### config.mk
export PLATFORM = sky130hd
export DESIGN_NAME = swcr_cmdq
export DESIGN_NICKNAME = d
export VERILOG_FILES = /design/src/rtl/swcr_pkg.sv /design/src/rtl/swcr_cmdq.sv
export VERILOG_INCLUDE_DIRS = /design/src /design/src/rtl
export SDC_FILE = /design/constraint.sdc
export NUM_CORES = 1
export LEC_CHECK = 0
export BUFFER_PORTS_ARGS = -buffer_cell sky130_fd_sc_hd__buf_2
export CAP_MARGIN = 40
export CORE_MARGIN = 1
export CORE_UTILIZATION = 35
export CTS_CLUSTER_DIAMETER = 50
export DETAILED_ROUTE_END_ITERATION = 10
export PLACE_DENSITY_LB_ADDON = 0.3
export SKIP_LAST_GASP = 1
export SLEW_MARGIN = 20
export SYNTH_ARGS = -nofsm -noshare
export SYNTH_HDL_FRONTEND = slang
export SYNTH_SLANG_ARGS = --single-unit
### constraint.sdc
create_clock -name clk -period 7.3 [get_ports clk]
set_clock_uncertainty 0.2 [all_clocks]
set_input_delay 1.46 -clock clk [delete_from_list [all_inputs] [get_ports clk]]
set_output_delay 1.46 -clock clk [all_outputs]
set_load 0.03 [all_outputs]
### src/rtl/sliding_window_click_rate_top_macros.svh
// Assertion helpers for the click rate block.
`ifndef SLIDING_WINDOW_CLICK_RATE_TOP_MACROS_SVH
`define SLIDING_WINDOW_CLICK_RATE_TOP_MACROS_SVH

`ifndef SYNTHESIS

`define SWCR_ASSERT(label, prop, msg) \
    label: assert property (@(posedge clk) disable iff (!rst_n) (prop)) else $error(msg);

`define SWCR_ASSERT_IMPL(label, ante, cons, msg) \
    label: assert property (@(posedge clk) disable iff (!rst_n) (ante) |-> (cons)) \
        else $error(msg);

`else

`define SWCR_ASSERT(label, prop, msg)

`define SWCR_ASSERT_IMPL(label, ante, cons, msg)

`endif

`endif

### src/rtl/swcr_pkg.sv
package swcr_pkg;

    localparam int MAX_EVENTS   = 64;
    localparam int TIME_BITS    = 48;
    localparam int WIN_BITS     = 16;
    localparam int RATE_W       = 7;
    localparam int IDX_W        = $clog2(MAX_EVENTS);
    localparam int CNT_W        = $clog2(MAX_EVENTS + 1);
    localparam int NUM_BTN      = 2;
    localparam int QDEPTH       = 2;
    localparam int QIDX_W       = $clog2(QDEPTH);
    localparam int QCNT_W       = $clog2(QDEPTH + 1);

    localparam logic [WIN_BITS-1:0] WINDOW_RESET = WIN_BITS'(1000);

    localparam int BTN_LEFT  = 0;
    localparam int BTN_RIGHT = 1;

    typedef struct packed {
        logic [TIME_BITS-1:0] now_ms;
        logic                 left_down;
        logic                 right_down;
    } tick_t;

    typedef struct packed {
        logic [RATE_W-1:0] left_rate;
        logic [RATE_W-1:0] right_rate;
        logic              left_dropped;
        logic              right_dropped;
    } result_t;

    typedef struct packed {
        logic [TIME_BITS-1:0] now_ms;
        logic [TIME_BITS-1:0] cutoff;
        logic                 left_push;
        logic                 right_push;
    } cmd_t;

    typedef enum logic [1:0] {
        ST_IDLE,
        ST_READ,
        ST_PRUNE
    } back_state_t;

    function automatic logic [IDX_W-1:0] ptr_add(input logic [IDX_W-1:0] base,
                                                 input logic [CNT_W-1:0] offs);
        logic [CNT_W:0] sum;
        sum = (CNT_W+1)'(base) + (CNT_W+1)'(offs);
        if (sum >= (CNT_W+1)'(MAX_EVENTS))
        begin
            sum = sum - (CNT_W+1)'(MAX_EVENTS);
        end
        return IDX_W'(sum);
    endfunction

    function automatic logic [IDX_W-1:0] ptr_inc(input logic [IDX_W-1:0] base);
        logic [IDX_W-1:0] nxt;
        if (base == IDX_W'(MAX_EVENTS - 1))
        begin
            nxt = '0;
        end
        else
        begin
            nxt = base + IDX_W'(1);
        end
        return nxt;
    endfunction

endpackage

### src/rtl/swcr_cmdq.sv
`include "sliding_window_click_rate_top_macros.svh"

module swcr_cmdq (
    input  logic           clk,
    input  logic           rst_n,
    input  logic           push,
    input  swcr_pkg::cmd_t push_cmd,
    output logic           full,
    input  logic           pop,
    output logic           valid,
    output swcr_pkg::cmd_t head_cmd
);

    import swcr_pkg::*;

    cmd_t              slot_reg [QDEPTH];
    logic [QIDX_W-1:0] wptr_reg;
    logic [QIDX_W-1:0] rptr_reg;
    logic [QCNT_W-1:0] count_reg;
    logic              do_push;
    logic              do_pop;

    assign full     = (count_reg == QCNT_W'(QDEPTH));
    assign valid    = (count_reg != '0);
    assign head_cmd = slot_reg[rptr_reg];
    assign do_push  = push && !full;
    assign do_pop   = pop && valid;

    always_ff @(posedge clk)
    begin
        if (do_push)
        begin
            slot_reg[wptr_reg] <= push_cmd;
        end
    end

    always_ff @(posedge clk or negedge rst_n)
    begin
        if (!rst_n)
        begin
            wptr_reg  <= '0;
            rptr_reg  <= '0;
            count_reg <= '0;
        end
        else
        begin
            if (do_push)
            begin
                wptr_reg <= (wptr_reg == QIDX_W'(QDEPTH - 1)) ? '0 : wptr_reg + QIDX_W'(1);
            end
            if (do_pop)
            begin
                rptr_reg <= (rptr_reg == QIDX_W'(QDEPTH - 1)) ? '0 : rptr_reg + QIDX_W'(1);
            end
            if (do_push && !do_pop)
            begin
                count_reg <= count_reg + QCNT_W'(1);
            end
            else if (do_pop && !do_push)
            begin
                count_reg <= count_reg - QCNT_W'(1);
            end
        end
    end

    `SWCR_ASSERT(a_q_count_max, count_reg <= QCNT_W'(QDEPTH), "cmd queue overfilled")
    `SWCR_ASSERT_IMPL(a_q_ptr_gap, valid && !full, wptr_reg != rptr_reg, "cmd queue pointer slip")

endmodule

==> qor.txt, run 1 <==
Unrepaired setup endpoints after global routing: no
Worst path max stage delay: 0.89 ns
CP max-delay cell: dfrtp_4
Reg-to-reg endpoint: slot_reg[0][3]
Clk_lat worst skew: 0.41 ns
Worst hold path type: reg2reg
Post-route ant nets: 0
CP max FO: 52
CP Cell Sequence: buf_4, mux2_2, buf_2
Pwr per Cell Area: 435 mW/mm²
Number of synthesis warnings: 0
Synth Area in Compound Gates: 0%
Post-route clock period utilization: 59.7%
Total CTS buffers: 17
Worst Reg-to-Reg Cells: 5
Kind of critical path: reg2out
Fillcell total: 1760
Multi-input logic area: 0.00124 mm²
WL final: 13.6 mm
Synth Instances: 324
Die ar.: 0.0214 mm²
RR Startpoint: count_reg[0]
Internal Power: 2.56 mW
CP endpoint: head_cmd[10]
Mapped cell area: 0.00730 mm²
Gr usage total: 13.2%
Rel. slew slack: 49.0%
Yosys reg bits: 200
# setup viols final: 0
Placed Instances: 788
Combinational share of power: 35.1%
CP endpoint kind: output pin
CTS clk-pin slew, worst paths: 0.06 ns
Number of port buffers: 201
Clock period minus worst slack: 4.36 ns
Highest clock rate: 229 MHz
Cell variety after synth: 15
Synthesized Nets: 427
Final hold vios: 0
Die width: 146 µm
Root buffer cell: clkbuf_16
Largest register FFs: 196
Dominant combinational cell family by area after synthesis: multiplexers
FF+latch area: 0.00599 mm²
DRC violations left: 0
Net Switching: 1.43 mW
Mux cell area share after synthesis: 15.6%
Mean post-synth cell area: 22.5 µm²
First-pass GRT wire length: 21.4 mm
Leak: 3.44 nW
Post-synthesis adder-cell area fraction: 0.171%
Fraction of final layout cells sized beyond drive strength 1: 60.8%
Critical Path AT: 2.70 ns
Worst-Margin Slew: 0.764 ns
Post-CTS setup buffers: 0
Reg power frac: 42.3%
H-Tree Depth: 4
CP Launch Point: rptr_reg
Synth Area in XOR/XNOR: 0.600%
Total Nets Final: 640
CTS max path bufs: 2
Vias: 3702
Part of the power in the clock network: 22.7%
Drt initial violations: 116
Die H: 146 µm
Non-Filler Instances: 820
Status: finished clean
MaxCap Viol Count: 0
DP HPWL: 8.53 mm
Number of vias per cell: 4.51
Hold-fix buffers, CTS: 0
Final TNS setup: 0 ns
Num rows: 52
Most common cell after layout, fill and taps aside: buf_2
Reg2Reg Setup Slack: 4.62 ns
CP Data Required Time: 5.64 ns
Max IR drop VDD: 0.000183 V
Largest net degree at the start of global routing: 55
Remaining Overflow, GRT: 0
Layout area overhead: 25.7%
Resize count post-CTS: 0
Final Util: 45.1%
Crit path launch type: flop
Pins Over Slew Limit: 0
Gpl congestion: 0.687
Synth Area in Simple Gates: 0.463%
Register area share after synthesis: 82.0%
Clock Sink Count: 200
I/O pin count: 202
Avg WL per Cell: 16.6 µm
Starting Density: 35.8%
Placeable Area: 0.0204 mm²
CTS tree: yes
Initial antenna violation count: 1
Vias in the first global route: 4098
Switch share: 35.8%
1st-pass router iterations: 4
Most frequent cells in the layout: buf_2 (201), edfxtp_1 (196), mux2_2 (88), clkbuf_16 (17), mux2_4 (10)
[power groups by stage]
stage                     logic, mW  clock network [mW]  registers [mW]
after floorplan                1.10                   0            1.67
after global placement         1.42                   0            1.70
after detailed placement       1.42                   0            1.72
after CTS                      1.43               0.930            1.69
after global routing           1.49               0.969            1.72
final                          1.40               0.904            1.69
[stage by stage]
stage / setup slack, ns / hold slack, ns / power (mW) / instance area (µm²)
2_1_floorplan: 0.916 / 0.256 / 2.77 / 7300
3_3_place_gp: 3.36 / 0.275 / 3.12 / 8610
3_5_place_dp: 3.33 / 0.302 / 3.14 / 8610
4_1_cts: 2.88 / 0.314 / 4.05 / 9170
5_1_grt: 2.79 / 0.339 / 4.17 / 9170
6_report: 2.94 / 0.310 / 3.99 / 9180
[synth_stat cells (all sizes together)]
| cell type | number | area [µm²] |
|---|---|---|
| mux2 | 98 | 1140 |
| inv | 2 | 7.51 |
| nor2 | 2 | 7.51 |
| ha | 1 | 12.5 |
| xor2 | 2 | 17.5 |
| and3 | 1 | 6.26 |
| nand2b | 1 | 6.26 |
| edfxtp | 196 | 5890 |
| buf | 11 | 73.8 |
| or2 | 1 | 6.26 |
| dfrtp | 4 | 100 |
| nand2 | 2 | 7.51 |
| xnor2 | 3 | 26.3 |
[cell type report]
type	instances	share of cell area, %
sequential	200	65.3
multi-input combinational	111	13.6
timing repair buffer	205	11.3
clock buffer	19	4.72
tap	270	3.68
clock inverter	12	1.36
inverter	2	0.0818
antenna	1	0.0273
[per-layer routing]
metal	part of all wire (%)	vias to the layer above	global-route usage, %	wire (µm)
met5	0	-	0	0
met4	1.7	0	5.83	237
met3	5.9	19	3.88	799
met2	52	130	23.8	7030
met1	41	1846	14.4	5570
li1	-	1707	-	-
[worst max-delay path: cells and delay by family (launching register included)]
kind	cells	cell delay (ns)
flip-flops	1	0.89
multiplexers	1	0.42
buffers and inverters	2	0.87
[cells by family (layout without fill, tap and decap cells)]
| kind of cell | after synthesis | count (layout) |
|---|---|---|
| flops | 200 | 200 |
| mux | 98 | 98 |
| buf+inv | 13 | 238 |
| simple gates | 7 | 7 |
| xor+xnor | 5 | 5 |
| fa+ha+maj | 1 | 1 |
| other cells | 0 | 1 |
[how the worst min path moves through the flow]
stage,slack [ns],start,to,cells after the start
4_1_cts,0.31,count_reg[1],count_reg[1],1
3_5_place_dp,0.30,count_reg[1],count_reg[1],1
2_1_floorplan,0.26,count_reg[1],count_reg[1],1
3_3_place_gp,0.28,count_reg[1],count_reg[1],1
5_1_grt,0.34,count_reg[1],count_reg[1],1
6_report,0.31,count_reg[1],count_reg[1],1
Note: power is estimated with default switching activity, not from simulation.
==> run 2: changes to the inputs <==
- clock period: 7.3 -> 3.6 ns (I/O delays scaled with it)
==> qor.txt, run 2 (synthesis gave the netlist of run 1 again) <==
Vias: 3647
Root buffer cell: clkbuf_16
Non-Filler Instances: 823
H-Tree Depth: 4
Die ar.: 0.0214 mm²
CTS clk-pin slew, worst paths: 0.07 ns
Rel. slew slack: 59.9%
Vias in the first global route: 3982
Internal Power: 5.12 mW
Final TNS setup: 0 ns
Gr usage total: 13.1%
Worst-Margin Slew: 0.602 ns
Post-CTS setup buffers: 0
1st-pass router iterations: 4
Placed Instances: 790
Status: finished clean
Leak: 3.46 nW
Avg WL per Cell: 16.5 µm
First-pass GRT wire length: 21.0 mm
Highest clock rate: 321 MHz
Max IR drop VDD: 0.000388 V
Remaining Overflow, GRT: 0
# setup viols final: 0
CTS max path bufs: 2
CP max FO: 33
Total CTS buffers: 17
Reg2Reg Setup Slack: 1.47 ns
DP HPWL: 8.93 mm
Clock period minus worst slack: 3.12 ns
Starting Density: 35.8%
WL final: 13.6 mm
Unrepaired setup endpoints after global routing: no
Resize count post-CTS: 0
Number of vias per cell: 4.43
Clock Sink Count: 200
Hold-fix buffers, CTS: 1
Number of port buffers: 201
Combinational share of power: 36.2%
Part of the power in the clock network: 21.8%
CP Data Required Time: 2.68 ns
Initial antenna violation count: 2
Kind of critical path: reg2out
Final hold vios: 0
DRC violations left: 0
Most frequent cells in the layout: buf_2 (201), edfxtp_1 (196), mux2_2 (88), clkbuf_16 (17), mux2_4 (10)
I/O pin count: 202
Clk_lat worst skew: 0.41 ns
Drt initial violations: 150
Num rows: 52
CP endpoint kind: output pin
Die H: 146 µm
Critical Path AT: 2.20 ns
Switch share: 36.4%
Largest net degree at the start of global routing: 72
Crit path launch type: flop
Total Nets Final: 643
Placeable Area: 0.0204 mm²
MaxCap Viol Count: 0
Post-route clock period utilization: 86.7%
Pwr per Cell Area: 871 mW/mm²
Pins Over Slew Limit: 0
Layout area overhead: 26.5%
Fraction of final layout cells sized beyond drive strength 1: 61.6%
Most common cell after layout, fill and taps aside: buf_2
Post-route ant nets: 0
Net Switching: 2.93 mW
Gpl congestion: 0.700
Largest register FFs: 196
Reg power frac: 42.0%
CTS tree: yes
Die width: 146 µm
Worst hold path type: in2reg
[run 2: changes by cell type in the layout (fill, tap and decap cells not counted), sizes merged]
| cell | before | now |
|---|---|---|
| buf | 205 | 207 |
| bufinv | 2 | 0 |
| clkbuf | 19 | 17 |
| clkinv | 7 | 9 |
| clkinvlp | 1 | 2 |
| dlygate4sd3 | 0 | 1 |
| inv | 4 | 5 |
[run 2: power by group through the flow]
stage          sequential, mW  combinational (mW)  clock, mW
5_1_grt                  3.43                3.09       1.91
3_5_place_dp             3.44                2.97          0
6_report                 3.38                2.91       1.75
4_1_cts                  3.39                2.98       1.82
2_1_floorplan            3.33                2.24          0
3_3_place_gp             3.42                2.93          0
[run 2: cell type report]
cell class,instances,area (µm²)
fillers,1798,11100
diodes,1,2.50
clock inverters,14,124
inverters,2,7.51
multi-input cells,111,1240
well taps,270,338
clock buffers,17,425
repair buffers,208,1100
flip-flops and latches,200,5990
[run 2: worst max-delay path, cell delays in order (launching register included)]
cell and delay [ns]:
dfrtp_4 0.74, buf_4 0.44, mux2_2 0.39, buf_2 0.18
[run 2: worst paths after layout]
path                              startpoint         endpoint  depth (start not counted)
worst min register to register  count_reg[1]     count_reg[1]                          1
max in group asynchronous              rst_n         rptr_reg                          2
worst min-delay path            push_cmd[82]  slot_reg[0][82]                          1
min in group asynchronous              rst_n     count_reg[1]                          2
worst max register to register  count_reg[0]  slot_reg[1][56]                          3
worst max-delay path                rptr_reg     head_cmd[92]                          3
[run 2: per-layer routing]
layer  routed length, µm  global-route usage (%)  vias to the layer above
li1                    -                       -                     1714
met1                5500                    14.6                     1798
met2                7020                    23.1                      126
met3                 935                    4.94                        7
met4                 106                    3.91                        2
met5                  13                       0                        -
[run 2: stage by stage]
step | hold slack, ns | cell area (µm²) | total power, mW | utilization [%] | setup slack (ns)
CTS | 0.261 | 9230 | 8.19 | 45.3 | 0.406
floorplan | 0.224 | 7310 | 5.57 | - | 0.691
global placement | 0.274 | 8670 | 6.34 | 42.6 | 0.937
detailed placement | 0.308 | 8670 | 6.41 | 42.6 | 0.871
finish | 0.290 | 9230 | 8.04 | 45.3 | 0.480
global route | 0.251 | 9230 | 8.43 | 45.3 | 0.347
