==> src/rtl/sliding_window_click_rate_top_macros.svh <==
// Assertion helpers for the click rate block.
`ifndef SLIDING_WINDOW_CLICK_RATE_TOP_MACROS_SVH
`define SLIDING_WINDOW_CLICK_RATE_TOP_MACROS_SVH

`ifndef SYNTHESIS

`define SWCR_ASSERT(label, prop, msg) \
    label: assert property (@(posedge clk) disable iff (!rst_n) (prop)) else $error(msg);

`define SWCR_ASSERT_IMPL(label, ante, cons, msg) \
    label: assert property (@(posedge clk) disable iff (!rst_n) (ante) |-> (cons)) \
        else $error(msg);

`else

`define SWCR_ASSERT(label, prop, msg)

`define SWCR_ASSERT_IMPL(label, ante, cons, msg)

`endif

`endif

==> src/rtl/swcr_pkg.sv <==
package swcr_pkg;

    localparam int MAX_EVENTS   = 64;
    localparam int TIME_BITS    = 48;
    localparam int WIN_BITS     = 16;
    localparam int RATE_W       = 7;
    localparam int IDX_W        = $clog2(MAX_EVENTS);
    localparam int CNT_W        = $clog2(MAX_EVENTS + 1);
    localparam int NUM_BTN      = 2;
    localparam int QDEPTH       = 2;
    localparam int QIDX_W       = $clog2(QDEPTH);
    localparam int QCNT_W       = $clog2(QDEPTH + 1);

    localparam logic [WIN_BITS-1:0] WINDOW_RESET = WIN_BITS'(1000);

    localparam int BTN_LEFT  = 0;
    localparam int BTN_RIGHT = 1;

    typedef struct packed {
        logic [TIME_BITS-1:0] now_ms;
        logic                 left_down;
        logic                 right_down;
    } tick_t;

    typedef struct packed {
        logic [RATE_W-1:0] left_rate;
        logic [RATE_W-1:0] right_rate;
        logic              left_dropped;
        logic              right_dropped;
    } result_t;

    typedef struct packed {
        logic [TIME_BITS-1:0] now_ms;
        logic [TIME_BITS-1:0] cutoff;
        logic                 left_push;
        logic                 right_push;
    } cmd_t;

    typedef enum logic [1:0] {
        ST_IDLE,
        ST_READ,
        ST_PRUNE
    } back_state_t;

    function automatic logic [IDX_W-1:0] ptr_add(input logic [IDX_W-1:0] base,
                                                 input logic [CNT_W-1:0] offs);
        logic [CNT_W:0] sum;
        sum = (CNT_W+1)'(base) + (CNT_W+1)'(offs);
        if (sum >= (CNT_W+1)'(MAX_EVENTS))
        begin
            sum = sum - (CNT_W+1)'(MAX_EVENTS);
        end
        return IDX_W'(sum);
    endfunction

    function automatic logic [IDX_W-1:0] ptr_inc(input logic [IDX_W-1:0] base);
        logic [IDX_W-1:0] nxt;
        if (base == IDX_W'(MAX_EVENTS - 1))
        begin
            nxt = '0;
        end
        else
        begin
            nxt = base + IDX_W'(1);
        end
        return nxt;
    endfunction

endpackage

==> src/rtl/swcr_front.sv <==
module swcr_front (
    input  logic                           clk,
    input  logic                           rst_n,
    input  logic                           cfg_we,
    input  logic [swcr_pkg::WIN_BITS-1:0]  cfg_wdata,
    input  logic                           tick_valid,
    output logic                           tick_stall,
    input  swcr_pkg::tick_t                tick,
    input  logic                           q_full,
    output logic                           q_push,
    output swcr_pkg::cmd_t                 q_cmd
);

    import swcr_pkg::*;

    logic [WIN_BITS-1:0] window_reg;
    logic                prev_left_reg;
    logic                prev_right_reg;
    logic [TIME_BITS-1:0] win_ext;

    assign tick_stall = q_full;
    assign q_push     = tick_valid && !q_full;
    assign win_ext    = TIME_BITS'(window_reg);

    always_comb
    begin
        q_cmd.now_ms     = tick.now_ms;
        q_cmd.cutoff     = (tick.now_ms >= win_ext) ? tick.now_ms - win_ext : '0;
        q_cmd.left_push  = tick.left_down && !prev_left_reg;
        q_cmd.right_push = tick.right_down && !prev_right_reg;
    end

    always_ff @(posedge clk or negedge rst_n)
    begin
        if (!rst_n)
        begin
            window_reg     <= WINDOW_RESET;
            prev_left_reg  <= 1'b0;
            prev_right_reg <= 1'b0;
        end
        else
        begin
            if (cfg_we)
            begin
                window_reg <= cfg_wdata;
            end
            if (q_push)
            begin
                prev_left_reg  <= tick.left_down;
                prev_right_reg <= tick.right_down;
            end
        end
    end

endmodule

==> config.mk <==
export PLATFORM = sky130hd
export DESIGN_NAME = swcr_front
export DESIGN_NICKNAME = d
export VERILOG_FILES = /design/src/rtl/sliding_window_click_rate_top_macros.svh /design/src/rtl/swcr_pkg.sv /design/src/rtl/swcr_front.sv
export SDC_FILE = /design/constraint.sdc
export NUM_CORES = 1
export LEC_CHECK = 0
export ABC_AREA = 0
export BUFFER_PORTS_ARGS = -buffer_cell sky130_fd_sc_hd__buf_2
export CELL_PAD_IN_SITES_DETAIL_PLACEMENT = 1
export CELL_PAD_IN_SITES_GLOBAL_PLACEMENT = 2
export CORE_MARGIN = 4
export CORE_UTILIZATION = 25
export DETAILED_ROUTE_END_ITERATION = 6
export PLACE_DENSITY = 0.9
export RECOVER_POWER = 100
export SLEW_MARGIN = 10
export SYNTH_ARGS = -nofsm -noshare
export SYNTH_HDL_FRONTEND = slang
export SYNTH_SLANG_ARGS = --single-unit
==> constraint.sdc <==
create_clock -name clk -period 12.79 [get_ports clk]
set_input_delay 3.1975 -clock clk [delete_from_list [all_inputs] [get_ports clk]]
set_output_delay 3.1975 -clock clk [all_outputs]
set_load 0.05 [all_outputs]
==> results of run 1 <==
[cell type report]
type                       count  area (µm²)  area share [%]
tap                          168         210            5.58
clock buffer                   4        88.8            2.36
multi-input combinational    340        2170            57.5
sequential                    18         458            12.2
timing repair buffer         172         748            19.9
inverter                      25        93.8            2.49
[worst paths after layout]
kind	startpoint	end	slack, ns	cells after the start
max in group asynchronous	rst_n	window_reg[12]	9.06	1
min reg2reg	prev_left_reg	prev_left_reg	0.51	1
min	prev_left_reg	prev_left_reg	0.51	1
max	tick[2]	q_cmd[3]	1.56	14
min in group asynchronous	rst_n	window_reg[4]	3.11	1
max reg2reg	window_reg[5]	window_reg[5]	11.96	2
[placed cells by master (no fill, tap or decap), types with 3 or more instances in the layout]
cell type / count
or4_1: 15
nand2b_1: 7
clkbuf_1: 92
or3_1: 16
buf_2: 79
nor2_1: 36
mux2_2: 6
mux2i_1: 8
o21a_1: 8
clkbuf_16: 3
o31ai_1: 5
a31oi_1: 7
inv_1: 25
o211ai_1: 5
nor4_1: 13
nor3_1: 20
xnor2_1: 11
dfrtp_1: 12
xor2_1: 3
nand3_1: 7
dfstp_2: 6
nor2b_1: 5
a21oi_1: 26
nand2_1: 39
a21o_1: 7
nand4_1: 5
or2_2: 4
o21ai_0: 36
and3_1: 3
ha_1: 16
a211oi_1: 3
[power by group through the flow]
stage | sequential, mW | clock [mW] | combinational, mW
after floorplan | 0.0658 | 0 | 0.201
after global placement | 0.0661 | 0 | 0.259
after detailed placement | 0.0666 | 0 | 0.260
after CTS | 0.0657 | 0.0726 | 0.263
after global routing | 0.0662 | 0.0759 | 0.274
final | 0.0656 | 0.0702 | 0.256
[routing by layer]
| layer | up-vias | part of all wire [%] |
|---|---|---|
| li1 | 1814 | - |
| met1 | 1762 | 46 |
| met2 | 149 | 46 |
| met3 | 7 | 6.9 |
| met4 | 0 | 0.89 |
| met5 | - | 0 |
[synthesized netlist by cell type (6+ instances only)]
cell type,n
a31oi_1,7
or3_1,16
nand3_1,7
or4_1,15
dfrtp_1,12
a21o_1,7
inv_1,25
o21a_1,8
nand2_1,39
clkbuf_1,9
xnor2_1,11
o21ai_0,36
nor3_1,20
buf_4,49
nor4_1,13
dfstp_2,6
a21oi_1,26
nand2b_1,7
buf_2,6
ha_1,16
mux2i_1,8
nor2_1,35
mux2_2,6
[logic make-up after synthesis]
kind of cell / count (synthesis) / share of synthesized area, %
buffers and inverters: 90 / 17.0
AND/OR/NAND/NOR: 181 / 30.6
multiplexers: 14 / 4.66
AO/OA/AOI/OAI: 114 / 22.5
adder cells (fa/ha/maj): 17 / 6.96
XOR/XNOR: 14 / 3.87
flip-flops: 18 / 14.5
==> results.toml, run 1 <==
[cells_and_area]
fillers = 1670
fin_util_pct = 30.8
antennaDiodeCount = 0
instances_no_fill = 727
drive_gt1_share_pct = 18.8
stdcell_area_um2 = 3770
nNetsFinal = 648
syn_to_final_growth_pct = 19.0
largest_reg_flops = 16

[grt]
antenna_found_initial = 0
grt_busiest_layer = "met2"
grt_pass1_vias = 3890
met3_usage_pct = 2.06
use_met2_pct = 28.3
grt_pass1_wl_um = 20100
grt.overflow.total = 0
grt_max_degree = 32
grtUsageTotal_pct = 16.8
grt_use_met1_pct = 22.7

[yosys]
synth_top_area_share_pct = 11.6
ys_seq_area_share_pct = 14.5
synth_seq_cells = 18
synthesis.instances = 448
synth_area_leaders = "buf_4, dfrtp_1, ha_1"
ys.flop_type = "dfrtp_1"
yosysWarnings = 0
synth_cell_type_count = 57
async_flop_share_pct = 100
netlist_area_um2 = 3170
synth-edff-count = 0
synth_top_area_cell = "buf_4"
syn-mean-instance-area_um2 = 7.07
syn-num-nets = 536

[place]
gpl.final_weighted_congestion = 0.848
numPlacedInstances = 723
placed_area_um2 = 3800
io_buffers = 170
hpwl_um = 10400
pre_cts_ws_ns = 2.65

[worst_setup_path]
path_cells = "buf_2, inv_1, ha_1, inv_1, fa_1, a21o_1, a221oi_1, a2111oi_0, buf_4, nand4bb_1, nor2_1, clkbuf_1, nor2b_1, clkbuf_1"
crit_buf_inv = 6
worst-setup-path-type = "input pin to output pin"
max_stage_delay_ns = 1.25
cp.required_ns = 9.59
timing.critical_path.slowest_stage_cell = "nor2_1"
crit_fanout = 21
cpLargestDelayFamily = "simple AND/OR/NAND/NOR gates"
crit_path_start_kind = "input pin"
cp.arrival_ns = 8.03
crit_path_end_kind = "output pin"

[routing]
drt_wl_total_um = 12700
wire_per_inst_um = 17.4
vias = 3732
drt.antenna.violating_nets = 0
firstDrtPassIters = 4
avgViaCountPerCell = 5.13
dr.first_iter.drc_count = 169
route.detailed.drc = 0

[floorplanning]
die_h_um = 121
initial_core_util_pct = 25.9
dieArea_um2 = 14500
core_um2 = 12200
rows = 40
dieWidth_um = 121
io_pins = 171

[power_and_ir_drop]
p_per_area_nw_per_um2 = 104
switching_share_pct = 56.1
power_frac_comb_pct = 65.3
p_total_mw = 0.391
p_leak_nw = 1.52
internal_power_mw = 0.172
p_clk_share_pct = 17.9
ir_worst_vdd_mv = 0.0980
pwr-share-seq_pct = 16.7
switching_power_mw = 0.220

[clock_network]
post_cts_buffers = 0
worstSkewPairLatency_ns = 0.25
cts_buffer_depth = 2
cts.sinks = 18
cts_inserted_buffers = 3
cts-root-buf = "clkbuf_16"
cts_tree = "yes"
htree_levels = 1
ctsResizeCount = 0
cts.clk_slew.worst_paths_ns = 0.05
cts_hold_buf = 0

[sta]
relSlewSlack_pct = 0.545
finalSetupViolations = 0
min_period_over_period_pct = 87.8
layout_min_cycle_time_ns = 11.23
fin_ws_ns = 1.56
fin_skew_ns = 0
hold_violations = 0
fin_hold_ws_ns = 0.510
worst_pin_slew_ns = 1.49
fmax_ghz = 0.0891
fin_setup_tns_ns = 0
drv_slew = 0
rsz0062_at_grt = "false"

[run_status]
violations = "max-capacitance violations"
status = "finished with violations"

[job]
maxCapViolCount = 1

[hold_path]
hold_path.class = "register to register"
Power figures use the tool's default switching activity.
==> inputs of run 2 (changes only) <==
--- a/config.mk
+++ b/config.mk
@@ -14,6 +14,7 @@
 export DETAILED_ROUTE_END_ITERATION = 6
 export PLACE_DENSITY = 0.9
 export RECOVER_POWER = 100
+export REMOVE_ABC_BUFFERS = 1
 export SLEW_MARGIN = 10
 export SYNTH_ARGS = -nofsm -noshare
 export SYNTH_HDL_FRONTEND = slang
==> run 2 against run 1 <==
  * The flow now finishes without violations
  * Critical path depth unchanged
  * Worst hold slack got worse by 0.0025 ns
  * Sequential power about the same
  * Clock skew unchanged
  * Register-to-register slack got worse by 0.02 ns
  * Sequential share of layout area about the same
  * Non-clock buffer count unchanged
  * Largest power group unchanged
==> results.toml, run 2 (synthesis gave the netlist of run 1 again) <==
[clock_network]
cts.clk_slew.worst_paths_ns = 0.05
cts_inserted_buffers = 3
cts-root-buf = "clkbuf_16"
cts.sinks = 18
cts_hold_buf = 0
post_cts_buffers = 0
ctsResizeCount = 0
cts_buffer_depth = 2
cts_tree = "yes"
htree_levels = 1
worstSkewPairLatency_ns = 0.26

[routing]
firstDrtPassIters = 4
drt.antenna.violating_nets = 0
drt_wl_total_um = 12700
dr.first_iter.drc_count = 190
avgViaCountPerCell = 5.03
route.detailed.drc = 0
vias = 3656
wire_per_inst_um = 17.4

[worst_setup_path]
crit_buf_inv = 6
crit_path_end_kind = "output pin"
cp.required_ns = 9.59
cpLargestDelayFamily = "buffers and inverters"
path_cells = "buf_2, inv_1, ha_1, inv_1, fa_1, a21o_1, a221oi_1, a2111oi_0, buf_4, nand4bb_1, nor2_1, clkbuf_1, o41ai_1, clkbuf_1"
crit_path_start_kind = "input pin"
worst-setup-path-type = "input pin to output pin"
cp.arrival_ns = 7.88
crit_fanout = 27
max_stage_delay_ns = 1.06
timing.critical_path.slowest_stage_cell = "clkbuf_1"

[sta]
worst_pin_slew_ns = 1.35
min_period_over_period_pct = 86.6
fin_setup_tns_ns = 0
fin_hold_ws_ns = 0.508
relSlewSlack_pct = 10.1
fin_skew_ns = 0
hold_violations = 0
fmax_ghz = 0.0903
finalSetupViolations = 0
drv_slew = 0
rsz0062_at_grt = "false"
layout_min_cycle_time_ns = 11.07

[power_and_ir_drop]
p_per_area_nw_per_um2 = 104
pwr-share-seq_pct = 16.7
power_frac_comb_pct = 64.9
internal_power_mw = 0.170
p_leak_nw = 1.50
ir_worst_vdd_mv = 0.0405
switching_share_pct = 56.5
p_total_mw = 0.391
switching_power_mw = 0.221
p_clk_share_pct = 18.4

[floorplanning]
die_h_um = 121
io_pins = 171
initial_core_util_pct = 25.9
rows = 40
dieWidth_um = 121
core_um2 = 12200
dieArea_um2 = 14500

[cells_and_area]
largest_reg_flops = 16
drive_gt1_share_pct = 17.4
syn_to_final_growth_pct = 18.7
final_common_cell = "clkbuf_1"
antennaDiodeCount = 0
layout_common_cells = "clkbuf_1, buf_2, nand2_1, nor2_1, o21ai_0"
instances_no_fill = 727
nNetsFinal = 648

[place]
io_buffers = 170
gpl.final_weighted_congestion = 0.792
numPlacedInstances = 723
hpwl_um = 10500

[hold_path]
hold_path.class = "register to register"

[grt]
grt.overflow.total = 0
antenna_found_initial = 0
grt_max_degree = 32
grt_pass1_vias = 3917
grtUsageTotal_pct = 16.8
grt_pass1_wl_um = 20100

[job]
maxCapViolCount = 0

[run_status]
status = "completed"
[run 2: final cells by class]
type	instances	area, µm²
Sequential cell	18	458
Inverter	25	93.8
Multi-Input combinational cell	340	2170
Clock buffer	4	88.8
Timing Repair Buffer	172	738
Fill cell	1656	8460
Tap cell	168	210
[run 2: worst reg2reg max path, cell delays in order, from the launching register on]
cell and delay (ns):
dfstp_2 0.52, inv_1 0.05, o21ai_0 0.19
[run 2: routing by layer]
| metal | up-vias | GRT usage (%) | share of wire (%) |
|---|---|---|---|
| li1 | 1811 | - | - |
| met1 | 1747 | 21.6 | 44 |
| met2 | 89 | 30.4 | 50 |
| met3 | 9 | 2.01 | 4.5 |
| met4 | 0 | 3.12 | 0.84 |
| met5 | - | 0 | 0 |
[run 2: power by group through the flow]
stage	Clock, mW	Combinational (mW)	Sequential (mW)
finish	0.0720	0.254	0.0654
global route	0.0762	0.273	0.0660
CTS	0.0734	0.263	0.0656
detailed placement	0	0.262	0.0665
global placement	0	0.258	0.0661
floorplan	0	0.158	0.0658
[run 2: final timing paths]
path | startpoint | cells after the start | to | slack [ns]
setup / recovery | tick[2] | 14 | q_cmd[31] | 1.72
hold / removal | window_reg[7] | 2 | window_reg[7] | 0.51
setup reg to reg | window_reg[8] | 2 | window_reg[8] | 11.94
hold reg to reg | window_reg[7] | 2 | window_reg[7] | 0.51
max in group asynchronous | rst_n | 1 | prev_right_reg | 9.03
min in group asynchronous | rst_n | 1 | window_reg[4] | 3.12
[run 2: metrics by stage]
stage / area, µm² / util (%) / setup slack, ns
6_report: 3760 / 30.8 / 1.72
5_1_grt: 3760 / 30.8 / 1.32
4_1_cts: 3890 / 31.8 / 2.76
3_5_place_dp: 3800 / 31.1 / 2.76
3_3_place_gp: 3800 / 31.1 / 2.94
2_1_floorplan: 2720 / - / 2.45
==> inputs of run 3 (changes only) <==
--- a/config.mk
+++ b/config.mk
@@ -7,7 +7,7 @@
 export LEC_CHECK = 0
 export ABC_AREA = 0
 export BUFFER_PORTS_ARGS = -buffer_cell sky130_fd_sc_hd__buf_2
-export CELL_PAD_IN_SITES_DETAIL_PLACEMENT = 1
+export CELL_PAD_IN_SITES_DETAIL_PLACEMENT = 2
 export CELL_PAD_IN_SITES_GLOBAL_PLACEMENT = 2
 export CORE_MARGIN = 4
 export CORE_UTILIZATION = 25
@@ -19,3 +19,4 @@
 export SYNTH_ARGS = -nofsm -noshare
 export SYNTH_HDL_FRONTEND = slang
 export SYNTH_SLANG_ARGS = --single-unit
+export TNS_END_PERCENT = 10
==> run 3 against run 2 <==
  * Non-clock buffer count is the same
  * Power is 1.5% higher
  * Combinational power increased by 2%
  * Sequential power about the same
  * Design area unchanged
  * Die area unchanged
  * Wire length is 9.6% higher
  * Global-route usage is 1.4 points higher
  * Fmax down 0.75%
  * Worst hold slack about the same
  * Clock skew stayed put
  * Critical path type unchanged
==> results.toml, run 3 (synthesis gave the netlist of run 1 again) <==
[run_status]
status = "completed"

[worst_setup_path]
crit_buf_inv = 6
cp.arrival_ns = 7.96
cpLargestDelayFamily = "buffers and inverters"
max_stage_delay_ns = 1.11
cp.required_ns = 9.59
timing.critical_path.slowest_stage_cell = "clkbuf_1"
crit_path_start_kind = "input pin"
crit_path_end_kind = "output pin"
path_cells = "buf_2, inv_1, ha_1, inv_1, fa_1, a21o_1, a221oi_1, a2111oi_0, buf_4, nand4bb_1, nor2_1, clkbuf_1, o41ai_1, clkbuf_1"
crit_fanout = 27
worst-setup-path-type = "input pin to output pin"

[sta]
relSlewSlack_pct = 4.43
fmax_ghz = 0.0896
rsz0062_at_grt = "false"
fin_setup_tns_ns = 0
layout_min_cycle_time_ns = 11.16
drv_slew = 0
fin_ws_ns = 1.63
min_period_over_period_pct = 87.2
hold_violations = 0
worst_pin_slew_ns = 1.43
finalSetupViolations = 0
fin_skew_ns = 0

[grt]
grtUsageTotal_pct = 18.2
grt.overflow.total = 0
grt_pass1_vias = 4198
antenna_found_initial = 0
grt_pass1_wl_um = 21800
grt_max_degree = 32

[floorplanning]
initial_core_util_pct = 25.9
die_h_um = 121
core_um2 = 12200
io_pins = 171
dieWidth_um = 121
rows = 40
dieArea_um2 = 14500

[routing]
vias = 3791
wire_per_inst_um = 19.1
dr.first_iter.drc_count = 129
drt_wl_total_um = 13900
avgViaCountPerCell = 5.21
drt.antenna.violating_nets = 0
route.detailed.drc = 0
firstDrtPassIters = 4

[cells_and_area]
multi_input_comb_area_um2 = 2170
largest_reg_flops = 16
syn_to_final_growth_pct = 18.7
nNetsFinal = 648
final_common_cell = "clkbuf_1"
regArea_um2 = 458
fillers = 1559
layout_common_cells = "clkbuf_1, buf_2, nand2_1, nor2_1, o21ai_0"
drive_gt1_share_pct = 17.4
antennaDiodeCount = 0

[clock_network]
cts_inserted_buffers = 3
post_cts_buffers = 0
htree_levels = 1
cts_buffer_depth = 2
cts_hold_buf = 0
ctsResizeCount = 0
cts.clk_slew.worst_paths_ns = 0.05
worstSkewPairLatency_ns = 0.26
cts-root-buf = "clkbuf_16"
cts.sinks = 18
cts_tree = "yes"

[hold_path]
hold_path.class = "register to register"

[place]
hpwl_um = 11400
pre_cts_ws_ns = 2.72
gpl.final_weighted_congestion = 0.792
io_buffers = 170

[power_and_ir_drop]
p_leak_nw = 1.50
p_per_area_nw_per_um2 = 106
ir_worst_vdd_mv = 0.0439

[job]
maxCapViolCount = 0
[run 3: final cells by class]
class,instances,area share [%]
Timing Repair Buffer,172,19.7
Inverter,25,2.50
Tap cell,168,5.60
Clock buffer,4,2.37
Multi-Input combinational cell,340,57.7
Sequential cell,18,12.2
[run 3: routing by layer]
metal | wire, µm | vias to the layer above | GRT usage [%]
met3 | 552 | 9 | 1.87
met2 | 7110 | 101 | 34.1
li1 | - | 1807 | -
met1 | 6110 | 1874 | 22.9
met5 | 0 | - | 0
met4 | 114 | 0 | 2.55
[run 3: power breakdown]
part	total, mW	switching (mW)	internal (mW)
Clock	0.0731	0.0253	0.0478
Sequential	0.0656	0.00189	0.0637
Combinational	0.258	0.199	0.0589
[run 3: worst paths after layout]
check / startpoint / endpoint / slack (ns) / cells past startpoint
max in group asynchronous: rst_n / window_reg[11] / 9.04 / 1
min in group asynchronous: rst_n / window_reg[4] / 3.10 / 1
min reg2reg: window_reg[8] / window_reg[8] / 0.51 / 2
min: window_reg[8] / window_reg[8] / 0.51 / 2
max: tick[2] / q_cmd[31] / 1.63 / 14
max reg2reg: window_reg[9] / window_reg[9] / 11.96 / 2
[run 3: worst min-delay path: stages (launching register included)]
cell,delay [ns]
dfstp_2,0.36
inv_1,0.06
o21ai_0,0.08
[run 3: per-stage QoR]
| step | hold slack (ns) | util [%] | instance area (µm²) | total power [mW] | std cells |
|---|---|---|---|---|---|
| finish | 0.507 | 30.8 | 3760 | 0.397 | 727 |
| global route | 0.543 | 30.8 | 3760 | 0.421 | 727 |
| CTS | 0.510 | 31.8 | 3890 | 0.408 | 727 |
| detailed placement | 0.501 | 31.1 | 3800 | 0.332 | 723 |
| global placement | 0.490 | 31.1 | 3800 | 0.324 | 723 |
| floorplan | 0.474 | - | 2720 | 0.223 | 383 |
